`config.mk`:
```
export PLATFORM = sky130hd
export DESIGN_NAME = task_mask_time_accounting_unit
export DESIGN_NICKNAME = d
export VERILOG_FILES = /design/src/hdl/tmta_pkg.sv /design/src/hdl/task_mask_time_accounting_unit.sv
export SDC_FILE = /design/constraint.sdc
export NUM_CORES = 1
export LEC_CHECK = 0
export BUFFER_PORTS_ARGS = -buffer_cell sky130_fd_sc_hd__buf_2
export CORE_MARGIN = 2
export CORE_UTILIZATION = 56
export CTS_CLUSTER_DIAMETER = 150
export DETAILED_ROUTE_END_ITERATION = 7
export HOLD_SLACK_MARGIN = 0.05
export PLACE_DENSITY = 0.76
export SLEW_MARGIN = 20
export SYNTH_ARGS = -nofsm -noshare
export SYNTH_HDL_FRONTEND = slang
export SYNTH_SLANG_ARGS = --single-unit
export TNS_END_PERCENT = 20
```
`constraint.sdc`:
```
create_clock -name clk_i -period 4.9 [get_ports clk_i]
set_input_delay 0.49 -clock clk_i [delete_from_list [all_inputs] [get_ports clk_i]]
set_output_delay 0.49 -clock clk_i [all_outputs]
set_load 0.01 [all_outputs]
```
`src/hdl/tmta_pkg.sv`:
```
// Shared types and constants of the task mask time accounting unit.
`default_nettype none

package tmta_pkg;

  // Item kinds on the input channel.
  localparam logic [1:0] KIND_SAMPLE = 2'd0;
  localparam logic [1:0] KIND_SET    = 2'd1;
  localparam logic [1:0] KIND_CLEAR  = 2'd2;

  // Configuration register indexes.
  localparam int unsigned CfgIdxW = 1;
  localparam logic [CfgIdxW-1:0] REG_TIMER_PERIOD  = 1'd0;
  localparam logic [CfgIdxW-1:0] REG_LOAD_TASK_BIT = 1'd1;

  // Reset values of the configuration registers.
  localparam logic [31:0] TIMER_PERIOD_RESET  = 32'd60000000;
  localparam logic [1:0]  LOAD_TASK_BIT_RESET = 2'd0;

  typedef struct packed {
    logic [1:0]  kind;
    logic [31:0] timer_value;
    logic [1:0]  task_bit;
  } in_item_t;

  typedef struct packed {
    logic [3:0]  bucket_index;
    logic [31:0] bucket_time;
    logic        last_bucket;
  } out_item_t;

  typedef enum logic [2:0] {
    ST_IDLE,
    ST_READ,
    ST_ADD,
    ST_EMIT_RD,
    ST_EMIT_OUT,
    ST_FINISH
  } state_e;

endpackage

`default_nettype wire

```
`src/hdl/task_mask_time_accounting_unit.sv`:
```
// Set, clear and unknown items and a first sample are handled on acceptance alone.
// A sample without wrap steps through accept, read/subtract and add/write.
// A wrap then reads and offers every bucket in turn, holding on output stalls, and
// restarts the totals; compare, subtract and add share one 32-bit adder.
// Reset clears mask, previous sample, per-bucket valid flags and state, and loads the
// register defaults; no clearing pass is needed and the block is ready right after reset.
`default_nettype none

module task_mask_time_accounting_unit
  import tmta_pkg::*;
#(
  parameter int unsigned MASK_BITS = 4
) (
  input  wire logic               clk_i,
  input  wire logic               rst_ni,
  input  wire logic               in_valid_i,
  output logic                    in_ready_o,
  input  wire in_item_t           in_item_i,
  output logic                    out_valid_o,
  input  wire logic               out_ready_i,
  output out_item_t               out_item_o,
  input  wire logic               cfg_we_i,
  input  wire logic [CfgIdxW-1:0] cfg_index_i,
  input  wire logic [31:0]        cfg_data_i
);

  localparam int unsigned NumBuckets = 1 << MASK_BITS;

  state_e state_q, state_d;

  logic [31:0]          timer_period_q;
  logic [1:0]           load_task_bit_q;
  logic [MASK_BITS-1:0] mask_q, mask_d;
  logic [31:0]          prev_q, prev_d;
  logic [31:0]          sample_q, sample_d;
  logic                 wrap_q, wrap_d;
  logic [31:0]          addend_q, addend_d;
  logic [MASK_BITS-1:0] idx_q, idx_d;
  logic [NumBuckets-1:0] valid_q, valid_d;

  // Bucket memory with registered read.
  logic [31:0]          mem_q [NumBuckets];
  logic [31:0]          rd_data_q;
  logic                 rd_ok_q;
  logic                 rd_en;
  logic [MASK_BITS-1:0] rd_addr;
  logic                 mem_we;
  logic [31:0]          wr_data;

  // Shared adder/subtractor.
  logic [31:0] op_a, op_b;
  logic        op_sub;
  logic [32:0] sum;
  logic [31:0] rd_total;

  logic in_fire, out_fire, last_idx;

  assign in_fire  = in_valid_i && in_ready_o;
  assign out_fire = out_valid_o && out_ready_i;
  assign last_idx = (idx_q == {MASK_BITS{1'b1}});
  assign rd_total = rd_ok_q ? rd_data_q : 32'd0;

  // One adder serves the wrap compare, the elapsed-time subtract and the total update.
  assign sum = {1'b0, op_a} + {1'b0, op_b ^ {32{op_sub}}} + {32'd0, op_sub};

  // Next state.
  always_comb begin
    state_d = state_q;
    case (state_q)
      ST_IDLE: begin
        if (in_fire && in_item_i.kind == KIND_SAMPLE && prev_q != 32'd0) begin
          state_d = ST_READ;
        end
      end
      ST_READ: begin
        state_d = ST_ADD;
      end
      ST_ADD: begin
        state_d = wrap_q ? ST_EMIT_RD : ST_IDLE;
      end
      ST_EMIT_RD: begin
        state_d = ST_EMIT_OUT;
      end
      ST_EMIT_OUT: begin
        if (out_ready_i) begin
          state_d = last_idx ? ST_FINISH : ST_EMIT_RD;
        end
      end
      ST_FINISH: begin
        state_d = ST_IDLE;
      end
      default: begin
        state_d = ST_IDLE;
      end
    endcase
  end

  // State outputs: handshakes, memory controls and adder operand selection.
  always_comb begin
    in_ready_o  = 1'b0;
    out_valid_o = 1'b0;
    rd_en       = 1'b0;
    rd_addr     = idx_q;
    mem_we      = 1'b0;
    wr_data     = sum[31:0];
    op_a        = in_item_i.timer_value;
    op_b        = prev_q;
    op_sub      = 1'b1;
    case (state_q)
      ST_IDLE: begin
        in_ready_o = 1'b1;
      end
      ST_READ: begin
        rd_en   = 1'b1;
        rd_addr = mask_q;
        op_a    = wrap_q ? timer_period_q : sample_q;
      end
      ST_ADD: begin
        mem_we = 1'b1;
        op_a   = rd_total;
        op_b   = addend_q;
        op_sub = 1'b0;
      end
      ST_EMIT_RD: begin
        rd_en = 1'b1;
      end
      ST_EMIT_OUT: begin
        out_valid_o = 1'b1;
      end
      ST_FINISH: begin
        mem_we  = 1'b1;
        wr_data = sample_q;
      end
      default: begin
        in_ready_o = 1'b0;
      end
    endcase
  end

  // Datapath next values.
  always_comb begin
    mask_d   = mask_q;
    prev_d   = prev_q;
    sample_d = sample_q;
    wrap_d   = wrap_q;
    addend_d = addend_q;
    idx_d    = idx_q;
    valid_d  = valid_q;
    case (state_q)
      ST_IDLE: begin
        if (in_fire) begin
          case (in_item_i.kind)
            KIND_SAMPLE: begin
              sample_d = in_item_i.timer_value;
              if (prev_q == 32'd0) begin
                prev_d = in_item_i.timer_value;
              end else begin
                // A borrow out of sample - previous marks a timer wrap.
                wrap_d = !sum[32];
                if (!sum[32]) begin
                  for (int j = 0; j < MASK_BITS; j++) begin
                    if (32'(load_task_bit_q) == j) begin
                      mask_d[j] = 1'b1;
                    end
                  end
                end
              end
            end
            KIND_SET: begin
              for (int j = 0; j < MASK_BITS; j++) begin
                if (32'(in_item_i.task_bit) == j) begin
                  mask_d[j] = 1'b1;
                end
              end
            end
            KIND_CLEAR: begin
              mask_d = '0;
            end
            default: begin
              mask_d = mask_q;
            end
          endcase
        end
      end
      ST_READ: begin
        // A period at or below the previous sample leaves no remainder.
        addend_d = (wrap_q && !sum[32]) ? 32'd0 : sum[31:0];
      end
      ST_ADD: begin
        valid_d[mask_q] = 1'b1;
        idx_d           = '0;
        if (!wrap_q) begin
          prev_d = sample_q;
        end
      end
      ST_EMIT_OUT: begin
        if (out_ready_i) begin
          idx_d = idx_q + 1'b1;
        end
      end
      ST_FINISH: begin
        valid_d         = '0;
        valid_d[mask_q] = 1'b1;
        prev_d          = sample_q;
      end
      default: begin
        idx_d = idx_q;
      end
    endcase
  end

  // Control and state registers.
  always_ff @(posedge clk_i or negedge rst_ni) begin
    if (!rst_ni) begin
      state_q         <= ST_IDLE;
      timer_period_q  <= TIMER_PERIOD_RESET;
      load_task_bit_q <= LOAD_TASK_BIT_RESET;
      mask_q          <= '0;
      prev_q          <= 32'd0;
      wrap_q          <= 1'b0;
      idx_q           <= '0;
      valid_q         <= '0;
    end else begin
      state_q <= state_d;
      mask_q  <= mask_d;
      prev_q  <= prev_d;
      wrap_q  <= wrap_d;
      idx_q   <= idx_d;
      valid_q <= valid_d;
      if (cfg_we_i) begin
        case (cfg_index_i)
          REG_TIMER_PERIOD:  timer_period_q  <= cfg_data_i;
          REG_LOAD_TASK_BIT: load_task_bit_q <= cfg_data_i[1:0];
          default:           timer_period_q  <= timer_period_q;
        endcase
      end
    end
  end

  // Payload registers.
  always_ff @(posedge clk_i) begin
    sample_q <= sample_d;
    addend_q <= addend_d;
  end

  // Memory write port.
  always_ff @(posedge clk_i) begin
    if (mem_we) begin
      mem_q[mask_q] <= wr_data;
    end
  end

  // Memory read port; the valid flag travels with the read data.
  always_ff @(posedge clk_i) begin
    if (rd_en) begin
      rd_data_q <= mem_q[rd_addr];
      rd_ok_q   <= valid_q[rd_addr];
    end
  end

  // Result transaction fields.
  logic [MASK_BITS+3:0] idx_wide;
  assign idx_wide                = (MASK_BITS+4)'(idx_q);
  assign out_item_o.bucket_index = idx_wide[3:0];
  assign out_item_o.bucket_time  = rd_total;
  assign out_item_o.last_bucket  = last_idx;

`ifndef SYNTHESIS
  // Input and output never handshake in the same cycle.
  assert property (@(posedge clk_i) disable iff (!rst_ni) !(in_ready_o && out_valid_o))
    else $error("input ready while a bucket is offered");

  // After a run, only the current mask's bucket holds a value.
  assert property (@(posedge clk_i) disable iff (!rst_ni)
    state_q == ST_FINISH |=> $onehot(valid_q))
    else $error("bucket valid flags not reset after a run");

  // The final bucket of a run leads to the restart of the totals.
  assert property (@(posedge clk_i) disable iff (!rst_ni)
    out_fire && out_item_o.last_bucket |=> state_q == ST_FINISH)
    else $error("run ended without restarting totals");

  // Buckets are reported in consecutive index order.
  assert property (@(posedge clk_i) disable iff (!rst_ni)
    out_fire && !out_item_o.last_bucket |=> idx_q == $past(idx_q) + 1'b1)
    else $error("bucket index skipped");
`endif

endmodule

`default_nettype wire

```
## Word level (Yosys, flattened, before mapping)

Memory sizes are Yosys's and may differ from the RTL's. A register that Yosys moved wholly into a read port is not among the register bits.
Cells that the tools add are included.
Widths: inputs -> output; s select.

| storage, ports and cells | value |
|---|---|
| input bits | 74 |
| memory bits (writable) | 512 |
| memories | 1 |
| register bits | 159 |
| word-level logic and storage cells | 125 |
| output and inout bits | 39 |

Memory list:

| name | depth | width | read ports | clocked after memory_dff | write ports | line | source |
|---|---|---|---|---|---|---|---|
| mem_q | 16 | 32 | 1 | 1 | 1 | task_mask_time_accounting_unit.sv:42 | `logic [31:0] mem_q [NumBuckets];` |

| cells by class | value |
|---|---|
| $add $sub $neg | 3 |
| reductions and logical operators | 29 |
| multiplexer cells | 41 |
| order comparisons | 3 |
| bitwise operators | 4 |
| equality and inequality tests | 30 |

Operators by type and width:

| cell | number |
|---|---|
| $mux 32 | 8 |
| $pmux 32 s3 | 1 |
| $pmux 32 s2 | 1 |
| $add 32x32->33 | 1 |
| $add 33x1->33 | 1 |
| $logic_not 32->1 | 1 |
| $pmux 16 s2 | 1 |
| $reduce_bool 32->1 | 1 |
| $xor 32x32->32 | 1 |
| $reduce_and 7->1 | 4 |
| $ne 2x2->1 const B | 12 |
| $mux 1 | 17 |
| $mux 4 | 4 |
| $or 16x16->16 | 1 |
| $pmux 3 s5 | 1 |
| $pmux 4 s3 | 1 |
| $eq 2x2->1 const B | 5 |
| $lt 4x5->1 const B | 2 |
| $mux 3 | 3 |
| $ne 2x1->1 const B | 4 |
| $pmux 4 s2 | 1 |
| $reduce_and 2->1 | 4 |
| $eq 2x1->1 const B | 3 |
| $eq 3x2->1 const B | 2 |
| 19 further kinds | 30 |

## Logic depth before layout (Yosys ltp)

| depth | value |
|---|---|
| depth after elaboration | 8 |
| gate-level depth with buffers | 19 |
| depth with buffers taken out | 14 |

## Least setup slack after synthesis

OpenSTA, ideal clock, no wires.

| timing path | value |
|---|---|
| kind | input -> register |
| from | input port in_item_i[35] (netlist name) |
| to | register wrap_q |
| arrival time | 5.100 ns |
| buffers on the path | 1 |
| cell stages on the path | 5 |
| data required time | 4.774 ns |
| path slack | -0.326 ns |
| cells stage by stage | clkbuf_1 -> or3b_2 -> nor4_1 -> o21ai_0 -> mux2_2 |

| between the ends | value |
|---|---|
| cells in the longest elaborated chain, start to end | 2 |

RTL lines:

| element | line | source |
|---|---|---|
| start: declaration | task_mask_time_accounting_unit.sv:18 | `input wire in_item_t in_item_i,` |
| $logic_not 2->1 | task_mask_time_accounting_unit.sv:152 | `case (in_item_i.kind)` |
| $reduce_and 4->1 (no source line) | -- |  |
| end signal: assignment | task_mask_time_accounting_unit.sv:227 | `wrap_q <= wrap_d;` |
| end: declaration | task_mask_time_accounting_unit.sv:36 | `logic wrap_q, wrap_d;` |

Every way passes these cells.
A chain may end at the register's enable or synchronous reset.

## Worst setup path after layout

| timing path | value |
|---|---|
| from | register state_q[0] |
| to | register addend_q[4], data pin |

| between the ends | value |
|---|---|
| cells in the longest elaborated chain, start to end | 7 |

RTL lines:

| element | line | source |
|---|---|---|
| start: declaration | task_mask_time_accounting_unit.sv:29 | `state_e state_q, state_d;` |
| start signal: assignment | task_mask_time_accounting_unit.sv:224 | `state_q <= state_d;` |
| $eq 3x2->1 | task_mask_time_accounting_unit.sv:109 | `case (state_q)` |
| $mux 32 / $mux 1 (equally long branches) | task_mask_time_accounting_unit.sv:109 |  |
| $xor 32x32->32 | task_mask_time_accounting_unit.sv:64 | `assign sum = {1'b0, op_a} + {1'b0, op_b ^ {32{op_sub}}} + {32'd0, op_sub};` |
| $add 32x32->33 | task_mask_time_accounting_unit.sv:64 |  |
| $add 33x1->33 (*) | task_mask_time_accounting_unit.sv:64 |  |
| $logic_not 1->1 | task_mask_time_accounting_unit.sv:187 | `addend_d = (wrap_q && !sum[32]) ? 32'd0 : sum[31:0];` |
| $logic_and 1x1->1 | task_mask_time_accounting_unit.sv:187 |  |
| end signal: assignment | task_mask_time_accounting_unit.sv:243 | `addend_q <= addend_d;` |
| end: declaration | task_mask_time_accounting_unit.sv:37 | `logic [31:0] addend_q, addend_d;` |

Every way passes the cells marked *; elsewhere a longest branch is shown, timed or not.

==> qor.log <==
[grt] via count of the first global-routing pass 20400
[synthesis] Post-synth EDFFs 609
[synthesis] area of the mapped netlist 30900 um^2
[sta] Final setup violation count 0
[synthesis] post-synthesis register bit count 703
[grt] leftover overflow at the end of global routing 0
[floorplan] count of pins on the block boundary 113
[final_layout] area grow syn2layout 12.9%
[final_layout] end-of-flow core utilization 63.6%
[clock_network] clock latency on the worst-skew pair 0.61 ns
[sta] RSZ-0062 raised after global routing false
[synthesis] Warnings, synthesis 0
[job] max-cap check violation count 0
[synthesis] predominant post-synthesis flop cell edfxtp_1
[floorplan] initial cell density of the core 56.3%
[critical_path] start-to-end type of the worst setup path reg2reg
[routing] via count 21100
[critical_path] terminus of the critical flop-to-flop path addend_q[4]
[critical_path] startpoint type of the worst setup path flip-flop
[grt] maximum number of pins on one net before global-route repair 137
[grt] number of antenna violations at the first check in global routing 1
[clock_network] clock buffer depth 3
[routing] first-pass detailed-route iteration total 6
[synthesis] fraction of the yosys area taken by sequential cells 66.8%
[final_layout] number of inserted filler cells in the final layout 3976
[grt] wire length of the first global-routing pass 119 mm
[sta] Final min period 4.69 ns
[final_layout] fraction of layout instances using a drive strength above 1 15.1%
[synthesis] mean post-synth cell area 12.7 um^2
[grt] Overall Global Routing Usage 27.5%
[worst_hold_path] Hold Startpoint in_item_i[31]
[worst_hold_path] Endpoint, Worst Hold sample_q[29]
[placement] Routability Congestion 0.946
[floorplan] core area 54900 um^2
[clock_network] Sinks on Clock Net 703
[worst_hold_path] Worst Hold Path Cells 1
[critical_path] Worst R2R Setup Slack 0.21 ns
[clock_network] H-tree depth 3
[critical_path] worst reg-to-reg path cell count 15
[clock_network] Inserted Clock Buffers 70
[floorplan] horizontal extent of the die 239 um
[floorplan] Vert. Die Dim 239 um
[final_layout] most common library cell in the layout ignoring fill and taps edfxtp_1
[sta] measured slew at the worst slew-check pin 1.04 ns
[routing] detailed router's first-iteration violation count 2747
[critical_path] critical path data required time 5.24 ns
[routing] via-per-instance ratio 6.40
[critical_path] worst setup path startpoint state_q[0]
[critical_path] Setup crit end kind flip-flop
[synthesis] post-synthesis instance total 2435
[final_layout] net count reported at finish 2652
[sta] highest achievable clock rate 0.213 GHz
[synthesis] synthesized-area fraction occupied by ao, oa, aoi and oai cells 14.1%
[placement] Final HPWL DP 46.8 mm
[synthesis] multiplexer share of the synthesized area 3.61%
[sta] worst-case headroom to the max-slew limit 30.5%
[floorplan] Core Rows 86
[synthesis] number of distinct library cells after synthesis 65
[synthesis] share of flip-flops with an asynchronous set or reset 13.4%
[synthesis] adder-cell area share of the yosys netlist 1.36%
[routing] wire length reported by the detailed router 78.7 mm
[outcome] status finished clean
[routing] # DRC 0
[synthesis] nets in the synthesized netlist 2542
[clock_network] TritonCTS clock tree built
[sta] number of hold violations in the final report 0
[critical_path] FF-to-FF Start state_q[0]
[synthesis] share of the synthesized netlist area taken by xor and xnor gates 0.765%
[final_layout] antenna diode count 0
[critical_path] data arrival time of the worst path 5.03 ns
[clock_network] Worst-path clk slew 0.06 ns
[floorplan] area of the die 57100 um^2
[routing] post-detailed-route count of antenna-violating nets 0
[synthesis] post-synthesis simple-gate area fraction 11.1%
[clock_network] clock tree root driver cell clkbuf_16
[sta] pins over their slew limit 0
[critical_path] critical-path maximum fanout 37
[placement] number of port buffers 112
[worst_hold_path] worst min path class in2reg
[synthesis] largest family of logic cells by synthesized area compound AO/OA/AOI/OAI gates
[sta] Worst Skew 0.0259 ns
[sta] Tcrit/Tclk final 95.8%
[final_layout] leading cell types in the layout, fill and taps excluded edfxtp_1, nand2_1, a211oi_1
[routing] average wire per standard cell 23.9 um
synthesized netlist by cell type (2+ instances only):
cell type	number	area share (%)
nand2b_1	6	0.12
nor2b_1	11	0.22
buf_2	2	0.032
o21bai_1	2	0.049
dfrtp_1	84	6.8
buf_4	2	0.049
a311oi_1	66	1.9
and3_1	3	0.061
a41oi_1	4	0.11
o211ai_1	6	0.15
mux2i_1	71	2.3
a31oi_1	77	1.6
a22o_1	2	0.057
nor3b_1	4	0.097
a221o_1	33	1.1
xnor2_1	9	0.26
buf_1	16	0.19
xor2_1	18	0.51
o31ai_1	5	0.12
and2_0	7	0.14
and2_1	164	3.3
nand2_1	366	4.4
a211oi_1	168	4.1
inv_1	8	0.097
nor2_1	127	1.5
a21o_1	32	0.78
clkbuf_1	154	1.9
edfxtp_1	609	59
o22a_1	2	0.057
nor3_1	20	0.32
nand3_1	9	0.15
o21a_1	3	0.073
nor4_1	9	0.18
mux2_2	35	1.3
and4_1	3	0.085
nand4_1	4	0.081
dfstp_2	10	0.85
o21ai_1	2	0.032
or3b_1	2	0.057
o21ai_0	70	1.1
ha_1	32	1.3
a211o_1	5	0.14
or2_2	2	0.040
nand3b_1	3	0.073
a21oi_1	148	2.4
worst max-delay path, stage by stage (launching register included):
cell,delay (ns)
dfrtp_1,0.40
nor3b_2,0.34
buf_8,0.34
nand2_1,0.08
a221o_2,0.43
and2_1,0.18
fa_1,0.46
a21oi_1,0.23
o211ai_1,0.18
nand4_1,0.15
a31oi_1,0.23
o31a_1,0.44
o31ai_1,0.31
and2_1,0.20
buf_4,0.31
nor2_1,0.10
metal layers:
| layer | GRT usage, % | routed length, um |
|---|---|---|
| met1 | 38.9 | 32200 |
| met5 | 0 | 13 |
| met2 | 43.1 | 36600 |
| met4 | 10.5 | 2410 |
| met3 | 4.43 | 7500 |
worst max-delay path by stage:
stage / to / slack, ns
after floorplan: mem_q[0][27] / 0.05
after global placement: mem_q[11][29] / 0.09
after detailed placement: mem_q[9][29] / -0.04
after CTS: mem_q[7][29] / 0.13
after global routing: mem_q[10][30] / 0.02
final: addend_q[4] / 0.21
kinds of logic (layout without fill, tap and decap cells):
| logic type | Yosys count | count (layout) |
|---|---|---|
| xor gates and xnor gates | 27 | 27 |
| AOI/OAI and AO/OA | 637 | 637 |
| DFF | 703 | 703 |
| adders and majority gates | 33 | 33 |
| muxes | 107 | 107 |
| and+or+nand+nor | 745 | 745 |
| buffers and inverters | 183 | 344 |
stage by stage:
step           area, um^2  setup TNS (ns)  hold slack (ns)  setup slack [ns]  cells
4_1_cts             34900               0           0.0754             0.132   3300
3_5_place_dp        32700          -0.693            0.459           -0.0436   3176
5_1_grt             34900               0           0.0877            0.0221   3300
2_1_floorplan       30900               0            0.194            0.0468   2435
3_3_place_gp        32700               0            0.450            0.0944   3176
6_report            34900               0            0.103             0.206   3300
layout make-up:
type / instances / area [um^2] / share of cell area (%)
Timing Repair Buffer: 212 / 1430 / 4.09
Tap cell: 704 / 881 / 2.52
Sequential cell: 703 / 20700 / 59.2
Multi-Input combinational cell: 1549 / 9790 / 28.0
Inverter: 9 / 36.3 / 0.104
Clock buffer: 86 / 1840 / 5.28
Clock inverter: 37 / 280 / 0.803
registers in the layout, indices dropped and copies added, names as in the netlist, 2 cells and up:
register,count
addend_q,32
valid_q,16
sample_q,32
idx_q,4
mask_q,4
load_task_bit_q,2
prev_q,32
mem_q,512
rd_data_q,32
timer_period_q,32
state_q,3
repair_timing:
action / 4_1_cts / 5_1_grt
setup endpoints to repair: 16 / 78
endpoints found under the hold margin: 53 / 0
setup buffers: 0 / 0
hold buffers: 1 / 0
resized for setup: 1 / 5
Power is not shown: default switching activity piles up to over one toggle a cycle in this logic, so the estimate is an artifact.
